==> src/rtl/core/i2c_rtm_pkg.sv <==
`timescale 1ns / 1ps

package i2c_rtm_pkg;

    // Sequence steps of the transfer
    typedef enum logic [3:0] {
        ST_IDLE   = 4'd0,
        ST_START  = 4'd1,
        ST_ADDRW  = 4'd2,
        ST_REG    = 4'd3,
        ST_DATA   = 4'd4,
        ST_RSTART = 4'd5,
        ST_ADDRR  = 4'd6,
        ST_RECV   = 4'd7,
        ST_STOP   = 4'd8
    } t_step;

    // Quarter-bit phases: in bit steps SCL is low in Q0/Q3 and high in Q1/Q2; SDA sampled in Q2
    localparam logic [1:0] Q0 = 2'd0;
    localparam logic [1:0] Q1 = 2'd1;
    localparam logic [1:0] Q2 = 2'd2;
    localparam logic [1:0] Q3 = 2'd3;

    localparam logic [3:0] BITS_PER_BYTE = 4'd8;
    localparam logic [3:0] LAST_BIT      = 4'd7;

    localparam int          CFG_ADDR_W        = 3;
    localparam int          CFG_DATA_W        = 32;
    localparam logic        REG_DEVICE_ADDR   = 1'b0;  // register index, paddr[2]
    localparam logic [6:0]  DEVICE_ADDR_RESET = 7'd104;

    typedef struct packed {
        logic       start_request;
        logic       is_read;
        logic [7:0] register_address;
        logic [7:0] byte_count;
        logic [7:0] write_data;
        logic       sda_in;
    } t_item;

    typedef struct packed {
        t_step      step;
        logic [3:0] bit_cnt;
        logic [1:0] quarter;
        logic [7:0] shift;
        logic [7:0] bytes_left;
        logic       read_mode;
        logic [7:0] held_reg;
    } t_state;

    typedef struct packed {
        logic       scl_out;
        logic       sda_out;
        logic [7:0] read_data;
        logic       read_valid;
        logic       read_last;
        logic       write_data_taken;
        logic       busy_res;
        logic       done_res;
        logic       ack_error;
    } t_result;

endpackage

==> src/rtl/core/i2c_register_transfer_master.sv <==
`timescale 1ns / 1ps

// Register-addressed I2C master, advanced one quarter-bit tick per input item.
// Input channel (i_in_valid / o_in_stall): each item is one tick carrying the
// start request, transfer description, next write byte and the sampled SDA.
// Output channel (o_out_valid / i_out_stall): one result item per input item,
// carrying the SCL/SDA levels to drive, received bytes and status flags.
// The APB port holds the seven-bit device address (byte address 0, reset 104);
// write it only while no transfer is running.
// An accepted item is registered, then its tick is evaluated and the result
// is loaded into the output register when that register is empty or being taken.
// One item per cycle is accepted while the receiver does not stall; the
// sequencer state is updated as the result register loads.
// When the receiver stalls, hold the result register and the pending input
// item; the input side stalls only when both are full, so nothing is lost.
// Reset (synchronous, active low) empties both stages, returns the sequencer
// to idle and restores the device address. A missing ACK ends the transfer
// with done and ack_error and no stop; a read of zero bytes reads one.
module i2c_register_transfer_master (
    input  logic                                i_clk,
    input  logic                                i_rst_n,
    // configuration
    input  logic                                psel,
    input  logic                                penable,
    input  logic                                pwrite,
    input  logic [i2c_rtm_pkg::CFG_ADDR_W-1:0]  paddr,
    input  logic [i2c_rtm_pkg::CFG_DATA_W-1:0]  pwdata,
    output logic [i2c_rtm_pkg::CFG_DATA_W-1:0]  prdata,
    output logic                                pready,
    // input items
    input  logic                                i_in_valid,
    output logic                                o_in_stall,
    input  logic                                i_start_request,
    input  logic                                i_is_read,
    input  logic [7:0]                          i_register_address,
    input  logic [7:0]                          i_byte_count,
    input  logic [7:0]                          i_write_data,
    input  logic                                i_sda_in,
    // result items
    output logic                                o_out_valid,
    input  logic                                i_out_stall,
    output logic                                o_scl_out,
    output logic                                o_sda_out,
    output logic [7:0]                          o_read_data,
    output logic                                o_read_valid,
    output logic                                o_read_last,
    output logic                                o_write_data_taken,
    output logic                                o_busy_res,
    output logic                                o_done_res,
    output logic                                o_ack_error
);

    logic [6:0]             device_address;
    logic                   advance;

    logic                   r_in_valid;
    i2c_rtm_pkg::t_item     r_item;
    i2c_rtm_pkg::t_state    r_state;
    i2c_rtm_pkg::t_state    n_state;
    logic                   r_out_valid;
    i2c_rtm_pkg::t_result   r_res;
    i2c_rtm_pkg::t_result   n_res;

    i2c_rtm_cfg u_cfg (
        .i_clk            (i_clk),
        .i_rst_n          (i_rst_n),
        .psel             (psel),
        .penable          (penable),
        .pwrite           (pwrite),
        .paddr            (paddr),
        .pwdata           (pwdata),
        .prdata           (prdata),
        .pready           (pready),
        .o_device_address (device_address)
    );

    i2c_rtm_step u_step (
        .i_state          (r_state),
        .i_item           (r_item),
        .i_device_address (device_address),
        .o_next           (n_state),
        .o_res            (n_res)
    );

    // Move the registered item into the result stage whenever that stage frees up
    assign advance    = !r_out_valid || !i_out_stall;
    assign o_in_stall = r_in_valid && !advance;

    always_ff @(posedge i_clk) begin
        if (!i_rst_n) begin
            r_in_valid <= 1'b0;
        end else if (!o_in_stall) begin
            r_in_valid <= i_in_valid;
        end
    end

    always_ff @(posedge i_clk) begin
        if (i_in_valid && !o_in_stall) begin
            r_item.start_request    <= i_start_request;
            r_item.is_read          <= i_is_read;
            r_item.register_address <= i_register_address;
            r_item.byte_count       <= i_byte_count;
            r_item.write_data       <= i_write_data;
            r_item.sda_in           <= i_sda_in;
        end
    end

    // Sequencer state advances exactly once per item, as its result is stored
    always_ff @(posedge i_clk) begin
        if (!i_rst_n) begin
            r_state.step       <= i2c_rtm_pkg::ST_IDLE;
            r_state.bit_cnt    <= '0;
            r_state.quarter    <= i2c_rtm_pkg::Q0;
            r_state.shift      <= '0;
            r_state.bytes_left <= '0;
            r_state.read_mode  <= 1'b0;
            r_state.held_reg   <= '0;
        end else if (advance && r_in_valid) begin
            r_state <= n_state;
        end
    end

    always_ff @(posedge i_clk) begin
        if (!i_rst_n) begin
            r_out_valid <= 1'b0;
        end else if (advance) begin
            r_out_valid <= r_in_valid;
        end
    end

    always_ff @(posedge i_clk) begin
        if (advance && r_in_valid) begin
            r_res <= n_res;
        end
    end

    assign o_out_valid        = r_out_valid;
    assign o_scl_out          = r_res.scl_out;
    assign o_sda_out          = r_res.sda_out;
    assign o_read_data        = r_res.read_data;
    assign o_read_valid       = r_res.read_valid;
    assign o_read_last        = r_res.read_last;
    assign o_write_data_taken = r_res.write_data_taken;
    assign o_busy_res         = r_res.busy_res;
    assign o_done_res         = r_res.done_res;
    assign o_ack_error        = r_res.ack_error;

endmodule

==> src/rtl/core/i2c_rtm_cfg.sv <==
`timescale 1ns / 1ps

module i2c_rtm_cfg (
    input  logic                                i_clk,
    input  logic                                i_rst_n,
    input  logic                                psel,
    input  logic                                penable,
    input  logic                                pwrite,
    input  logic [i2c_rtm_pkg::CFG_ADDR_W-1:0]  paddr,
    input  logic [i2c_rtm_pkg::CFG_DATA_W-1:0]  pwdata,
    output logic [i2c_rtm_pkg::CFG_DATA_W-1:0]  prdata,
    output logic                                pready,
    output logic [6:0]                          o_device_address
);

    logic [6:0] r_device_address;
    logic       sel_dev;

    assign pready  = 1'b1;
    assign sel_dev = (paddr[2] == i2c_rtm_pkg::REG_DEVICE_ADDR);

    always_ff @(posedge i_clk) begin
        if (!i_rst_n) begin
            r_device_address <= i2c_rtm_pkg::DEVICE_ADDR_RESET;
        end else if (psel && penable && pwrite && pready && sel_dev) begin
            r_device_address <= pwdata[6:0];
        end
    end

    assign prdata = sel_dev ? {{(i2c_rtm_pkg::CFG_DATA_W-7){1'b0}}, r_device_address}
                            : '0;
    assign o_device_address = r_device_address;

endmodule

==> src/rtl/core/i2c_rtm_step.sv <==
`timescale 1ns / 1ps

// One quarter-bit tick of the transfer sequencer: next state and line levels
module i2c_rtm_step (
    input  i2c_rtm_pkg::t_state  i_state,
    input  i2c_rtm_pkg::t_item   i_item,
    input  logic [6:0]           i_device_address,
    output i2c_rtm_pkg::t_state  o_next,
    output i2c_rtm_pkg::t_result o_res
);

    i2c_rtm_pkg::t_state cur;
    logic                bit_phase;   // still shifting data bits
    logic                last_byte;

    // Take a start request from idle; the same tick already drives Q0 of the start
    always_comb begin
        cur = i_state;
        if (i_state.step == i2c_rtm_pkg::ST_IDLE && i_item.start_request) begin
            cur.read_mode  = i_item.is_read;
            cur.held_reg   = i_item.register_address;
            cur.bytes_left = (i_item.is_read && i_item.byte_count == 8'd0)
                             ? 8'd1 : i_item.byte_count;
            cur.step       = i2c_rtm_pkg::ST_START;
            cur.bit_cnt    = '0;
            cur.quarter    = i2c_rtm_pkg::Q0;
        end
    end

    assign bit_phase = (cur.bit_cnt < i2c_rtm_pkg::BITS_PER_BYTE);
    assign last_byte = (cur.bytes_left <= 8'd1);

    // Next state
    always_comb begin
        o_next         = cur;
        o_next.quarter = (cur.step == i2c_rtm_pkg::ST_IDLE) ? i2c_rtm_pkg::Q0
                                                             : cur.quarter + 2'd1;
        case (cur.step)
            i2c_rtm_pkg::ST_IDLE: begin
            end
            i2c_rtm_pkg::ST_START, i2c_rtm_pkg::ST_RSTART: begin
                if (cur.quarter == i2c_rtm_pkg::Q3) begin
                    o_next.shift   = {i_device_address,
                                      (cur.step == i2c_rtm_pkg::ST_RSTART)};
                    o_next.bit_cnt = '0;
                    o_next.step    = (cur.step == i2c_rtm_pkg::ST_START)
                                     ? i2c_rtm_pkg::ST_ADDRW : i2c_rtm_pkg::ST_ADDRR;
                end
            end
            i2c_rtm_pkg::ST_ADDRW, i2c_rtm_pkg::ST_REG,
            i2c_rtm_pkg::ST_DATA, i2c_rtm_pkg::ST_ADDRR: begin
                if (bit_phase) begin
                    if (cur.quarter == i2c_rtm_pkg::Q3) begin
                        o_next.shift   = {cur.shift[6:0], 1'b0};
                        o_next.bit_cnt = cur.bit_cnt + 4'd1;
                    end
                end else if (cur.quarter == i2c_rtm_pkg::Q2 && i_item.sda_in) begin
                    // no ACK: drop the transfer, lines stay released
                    o_next.step    = i2c_rtm_pkg::ST_IDLE;
                    o_next.bit_cnt = '0;
                    o_next.quarter = i2c_rtm_pkg::Q0;
                end else if (cur.quarter == i2c_rtm_pkg::Q3) begin
                    o_next.bit_cnt = '0;
                    if (cur.step == i2c_rtm_pkg::ST_ADDRW) begin
                        o_next.shift = cur.held_reg;
                        o_next.step  = i2c_rtm_pkg::ST_REG;
                    end else if (cur.step == i2c_rtm_pkg::ST_ADDRR) begin
                        o_next.shift = '0;
                        o_next.step  = i2c_rtm_pkg::ST_RECV;
                    end else if (cur.step == i2c_rtm_pkg::ST_REG && cur.read_mode) begin
                        o_next.step = i2c_rtm_pkg::ST_RSTART;
                    end else if (cur.bytes_left != 8'd0) begin
                        o_next.shift      = i_item.write_data;
                        o_next.bytes_left = cur.bytes_left - 8'd1;
                        o_next.step       = i2c_rtm_pkg::ST_DATA;
                    end else begin
                        o_next.step = i2c_rtm_pkg::ST_STOP;
                    end
                end
            end
            i2c_rtm_pkg::ST_RECV: begin
                if (bit_phase) begin
                    if (cur.quarter == i2c_rtm_pkg::Q2) begin
                        o_next.shift = {cur.shift[6:0], i_item.sda_in};
                    end
                    if (cur.quarter == i2c_rtm_pkg::Q3) begin
                        o_next.bit_cnt = cur.bit_cnt + 4'd1;
                    end
                end else if (cur.quarter == i2c_rtm_pkg::Q3) begin
                    o_next.bit_cnt = '0;
                    if (last_byte) begin
                        o_next.step = i2c_rtm_pkg::ST_STOP;
                    end else begin
                        o_next.bytes_left = cur.bytes_left - 8'd1;
                        o_next.shift      = '0;
                    end
                end
            end
            i2c_rtm_pkg::ST_STOP: begin
                if (cur.quarter == i2c_rtm_pkg::Q3) begin
                    o_next.step = i2c_rtm_pkg::ST_IDLE;
                end
            end
            default: begin
                o_next.step    = i2c_rtm_pkg::ST_IDLE;
                o_next.bit_cnt = '0;
                o_next.quarter = i2c_rtm_pkg::Q0;
            end
        endcase
    end

    // Line levels and status
    always_comb begin
        o_res          = '0;
        o_res.scl_out  = 1'b1;
        o_res.sda_out  = 1'b1;
        o_res.busy_res = (cur.step != i2c_rtm_pkg::ST_IDLE);
        case (cur.step)
            i2c_rtm_pkg::ST_IDLE: begin
            end
            i2c_rtm_pkg::ST_START, i2c_rtm_pkg::ST_RSTART: begin
                if (cur.quarter == i2c_rtm_pkg::Q0) begin
                    o_res.scl_out = (cur.step == i2c_rtm_pkg::ST_START);
                end else begin
                    o_res.scl_out = (cur.quarter != i2c_rtm_pkg::Q3);
                end
                o_res.sda_out = (cur.quarter == i2c_rtm_pkg::Q0 ||
                                 cur.quarter == i2c_rtm_pkg::Q1);
            end
            i2c_rtm_pkg::ST_ADDRW, i2c_rtm_pkg::ST_REG,
            i2c_rtm_pkg::ST_DATA, i2c_rtm_pkg::ST_ADDRR: begin
                o_res.scl_out = (cur.quarter == i2c_rtm_pkg::Q1 ||
                                 cur.quarter == i2c_rtm_pkg::Q2);
                if (bit_phase) begin
                    o_res.sda_out = cur.shift[7];
                end else if (cur.quarter == i2c_rtm_pkg::Q2 && i_item.sda_in) begin
                    o_res.done_res  = 1'b1;
                    o_res.ack_error = 1'b1;
                end else if (cur.quarter == i2c_rtm_pkg::Q3) begin
                    o_res.sda_out = 1'b0;
                    if (cur.step != i2c_rtm_pkg::ST_ADDRW &&
                        cur.step != i2c_rtm_pkg::ST_ADDRR &&
                        !(cur.step == i2c_rtm_pkg::ST_REG && cur.read_mode) &&
                        cur.bytes_left != 8'd0) begin
                        o_res.write_data_taken = 1'b1;
                    end
                end
            end
            i2c_rtm_pkg::ST_RECV: begin
                o_res.scl_out = (cur.quarter == i2c_rtm_pkg::Q1 ||
                                 cur.quarter == i2c_rtm_pkg::Q2);
                if (bit_phase) begin
                    if (cur.quarter == i2c_rtm_pkg::Q3 &&
                        cur.bit_cnt == i2c_rtm_pkg::LAST_BIT) begin
                        o_res.read_valid = 1'b1;
                        o_res.read_data  = cur.shift;
                        o_res.read_last  = last_byte;
                    end
                end else begin
                    // ACK every byte but the last, NACK the last
                    o_res.sda_out = last_byte;
                end
            end
            i2c_rtm_pkg::ST_STOP: begin
                o_res.scl_out  = (cur.quarter != i2c_rtm_pkg::Q0);
                o_res.sda_out  = (cur.quarter == i2c_rtm_pkg::Q2 ||
                                  cur.quarter == i2c_rtm_pkg::Q3);
                o_res.done_res = (cur.quarter == i2c_rtm_pkg::Q3);
            end
            default: begin
                o_res.busy_res = 1'b0;
            end
        endcase
    end

endmodule
==> config.mk <==
export PLATFORM = sky130hd
export DESIGN_NAME = i2c_register_transfer_master
export DESIGN_NICKNAME = d
export VERILOG_FILES = /design/src/rtl/core/i2c_rtm_pkg.sv /design/src/rtl/core/i2c_register_transfer_master.sv /design/src/rtl/core/i2c_rtm_cfg.sv /design/src/rtl/core/i2c_rtm_step.sv
export SDC_FILE = /design/constraint.sdc
export NUM_CORES = 1
export LEC_CHECK = 0
export BUFFER_PORTS_ARGS = -buffer_cell sky130_fd_sc_hd__buf_2
export CORE_UTILIZATION = 55
export CTS_BUF_LIST = sky130_fd_sc_hd__clkbuf_4 sky130_fd_sc_hd__clkbuf_8
export DETAILED_ROUTE_END_ITERATION = 8
export PLACE_DENSITY_LB_ADDON = 0.08
export RECOVER_POWER = 100
export SYNTH_ARGS = -nofsm -noshare
export SYNTH_HDL_FRONTEND = slang
export SYNTH_SLANG_ARGS = --single-unit
==> constraint.sdc <==
create_clock -name i_clk -period 4.6 [get_ports i_clk]
set_input_delay 0.92 -clock i_clk [delete_from_list [all_inputs] [get_ports i_clk]]
set_output_delay 0.92 -clock i_clk [all_outputs]
set_load 0.005 [all_outputs]
==> flow_metrics.env <==
export IMPL_yosysWarnings=0
export IMPL_skew_ns=0.0127
export IMPL_period_share_pct=86.4
export IMPL_routedWlPerCell_um=16.1
export IMPL_ant_nets=0
export IMPL_ys_flop_type="dfxtp_1"
export IMPL_period_needed_ns=3.97
export IMPL_area_growth_syn_to_layout_pct=9.93
export IMPL_vias=3931
export IMPL_cts_sinks=87
export IMPL_p_seq_share_pct=56.6
export IMPL_synth_area_per_cell_um2=9.32
export IMPL_dp_hpwl_um=7510
export IMPL_drive_gt1_share_pct=14.4
export IMPL_hp_class="flip-flop to flip-flop"
export IMPL_io_pins=120
export IMPL_violations="capacitance limit, slew limit"
export IMPL_critPathMaxStageDelay_ns=0.63
export IMPL_clk_pin_slew_ns=0.09
export IMPL_yosys_cell_types_count=65
export IMPL_track_usage_pct=25.3
export IMPL_power_internal_mw=1.12
export IMPL_cts_resized_gates=0
export IMPL_p_switching_uw=411
export IMPL_synth_enable_flop_cells=43
export IMPL_critPathKind="flip-flop to flip-flop"
export IMPL_die_h_um=93.7
export IMPL_place_congestion=0.882
export IMPL_dpl_cell_area_um2=4960
export IMPL_grt_pass1_wl_um=17100
export IMPL_critPathCaptureType="flip-flop"
export IMPL_yosysTopAreaCell="edfxtp_1"
export IMPL_p_leak_nw=1.90
export IMPL_worstPathCellList="clkbuf_1 -> or3_1 -> nor2_1 -> mux2i_1 -> clkinv_1 -> ha_1 -> nor2_1 -> a21oi_1 -> and3_1 -> a211oi_4 -> nor2_1 -> a311oi_1"
export IMPL_ys_top_cells_by_area="edfxtp_1, dfxtp_1, buf_4, nand2_1, a21oi_1"
export IMPL_critPathBufInv=2
export IMPL_cts_setup_buffers=0
export IMPL_cts_tree="done"
export IMPL_fin_tns_setup_ns=0
export IMPL_crit_path_start_kind="flip-flop"
export IMPL_final_max_slew_violation_count=34
export IMPL_die_w_um=93.7
export IMPL_worst_pin_slew_ns=1.73
export IMPL_cp_slowest_cell="or3_1"
export IMPL_drtIter0Drc=344
export IMPL_vias_per_cell=5.88
export IMPL_floorplan_initialDensity_pct=56.5
export IMPL_ctsHoldBuffers=0
export IMPL_status="complete, but fails checks"
export IMPL_diodes=0
export IMPL_maxSlewHeadroom_pct=-15.0
export IMPL_dr_pass1_iters=5
export IMPL_grt_max_degree=34
export IMPL_root_buffer="clkbuf_8"
export IMPL_netlist_instances=496
export IMPL_core_um2=8180
export IMPL_hold_viol_final=0
export IMPL_clkLatencyLatePin_ns=0.36
export IMPL_numCtsBuffers=9
export IMPL_pwr_share_comb_pct=10.6
export IMPL_grt_pass1_vias=3450
export IMPL_fin_cells=668
export IMPL_synth_area_um2=4620
export IMPL_rsz0062_at_grt="false"
export IMPL_crit_top_cell="nor2_1"
export IMPL_crit_family="simple AND/OR/NAND/NOR gates"
export IMPL_dieArea_um2=8770
export IMPL_worstPathRequired_ns=4.84
export IMPL_power_density_nw_per_um2=301
export IMPL_cp_max_fo=19
export IMPL_synth_top_cell_area_share_pct=27.9
export IMPL_pwr_share_clk_pct=32.7
export IMPL_async_reset_ff_share_pct=0
export IMPL_routed_wl_um=10800
export IMPL_setup_violations_final=0
export IMPL_grt_overflow=0
export IMPL_mostFrequentLayoutCells="nand2_1, buf_2, dfxtp_1, edfxtp_1, nor2_1"
export IMPL_finalNetCount=634
export IMPL_swShare_pct=26.9
export IMPL_maxCapViolations=1
export IMPL_worstPathArrival_ns=4.21
export IMPL_cts_htree_levels=3
export IMPL_filler_cell_count=738
export IMPL_final_common_cell="nand2_1"
export IMPL_clk_path_buf_depth=2
export IMPL_antenna_found_initial=0
export IMPL_dp_cells=652
export IMPL_total_power_mw=1.53
export IMPL_synth_seq_cells=87
export IMPL_io_buffers=66
export IMPL_seq_area_frac_synth_pct=47.0
export IMPL_rows=33
export IMPL_peakVddDrop_v=0.000168
export IMPL_fin_area_um2=5080
export IMPL_fmax_mhz=252
export IMPL_drcViolationCount=0
[cells in the mapped netlist, types with 7 or more instances]
| cell | instances |
|---|---|
| a31oi_1 | 7 |
| and2_1 | 15 |
| a311oi_1 | 7 |
| nor4_1 | 8 |
| edfxtp_1 | 43 |
| nand3_1 | 10 |
| nor2b_1 | 13 |
| o21ai_0 | 31 |
| a21oi_1 | 32 |
| nor3_1 | 7 |
| ha_1 | 7 |
| nand2_1 | 54 |
| nor2_1 | 38 |
| buf_4 | 27 |
| dfxtp_1 | 44 |
| clkbuf_1 | 23 |
| inv_1 | 19 |
| mux2i_1 | 13 |
[power by group through the flow]
stage | registers (mW) | clock network [mW] | logic [mW]
2_1_floorplan | 0.878 | 0 | 0.123
3_3_place_gp | 0.881 | 0 | 0.161
3_5_place_dp | 0.882 | 0 | 0.163
4_1_cts | 0.864 | 0.508 | 0.164
5_1_grt | 0.869 | 0.536 | 0.181
6_report | 0.866 | 0.500 | 0.162
[worst paths after layout]
path                     from  slack [ns]  cells after the start          end
hold / removal     r_state[7]        0.46                      2   r_state[7]
setup / recovery  r_state[31]        0.63                     12  r_state[24]
setup reg to reg  r_state[31]        0.63                     12  r_state[24]
hold reg to reg    r_state[7]        0.46                      2   r_state[7]
[cells by family (layout without fill, tap and decap cells)]
kind of cell | count (synthesis) | in the layout | synth area share, %
and+or+nand+nor | 181 | 181 | 20.1
AOI/OAI and AO/OA | 127 | 127 | 18.5
DFF | 87 | 87 | 47.0
buffers and inverters | 75 | 118 | 8.77
muxes | 13 | 13 | 2.82
adders and majority gates | 7 | 7 | 1.89
xor gates and xnor gates | 4 | 4 | 0.758
other | 2 | 26 | 0.162
[worst register-to-register path, cell delays in order (launching register included)]
cell and delay, ns:
dfxtp_1 0.32, clkbuf_1 0.35, or3_1 0.64, nor2_1 0.22, mux2i_1 0.37, clkinv_1 0.29
ha_1 0.26, nor2_1 0.08, a21oi_1 0.12, and3_1 0.28, a211oi_4 0.54, nor2_1 0.10
a311oi_1 0.29
[state kept, by name, summed over array words and instances (netlist names)]
| register | flops |
|---|---|
| o_ack_error | 1 |
| o_busy_res | 1 |
| o_done_res | 1 |
| o_out_valid | 1 |
| o_read_data | 8 |
| o_read_last | 1 |
| o_read_valid | 1 |
| o_scl_out | 1 |
| o_sda_out | 1 |
| o_write_data_taken | 1 |
| r_in_valid | 1 |
| r_item | 27 |
| r_state | 35 |
| u_cfg.o_device_address | 7 |
[layout make-up]
type / count / area [um2] / area share, %
Clock buffer: 10 / 131 / 2.59
Clock inverter: 6 / 50.0 / 0.985
Inverter: 21 / 78.8 / 1.55
Multi-Input combinational cell: 358 / 2130 / 41.8
Sequential cell: 87 / 2170 / 42.7
Tap cell: 105 / 131 / 2.59
Timing Repair Buffer: 81 / 392 / 7.71
[layer usage]
metal / up-vias / track usage [%] / part of all wire, %
met5: - / 0 / 0
met4: 0 / 11.2 / 2.2
met3: 20 / 3.88 / 7.1
met2: 204 / 40.0 / 46
met1: 1822 / 34.6 / 45
li1: 1885 / - / -
[per-stage QoR]
| step | util [%] | hold slack (ns) | setup slack [ns] |
|---|---|---|---|
| 4_1_cts | 62.9 | 0.462 | 0.875 |
| 5_1_grt | 62.2 | 0.494 | 0.307 |
| 2_1_floorplan | - | 0.432 | 1.29 |
| 6_report | 62.2 | 0.458 | 0.628 |
| 3_5_place_dp | 60.7 | 0.450 | 0.928 |
| 3_3_place_gp | 60.7 | 0.446 | 1.08 |
(Power assumes the default switching activity.)
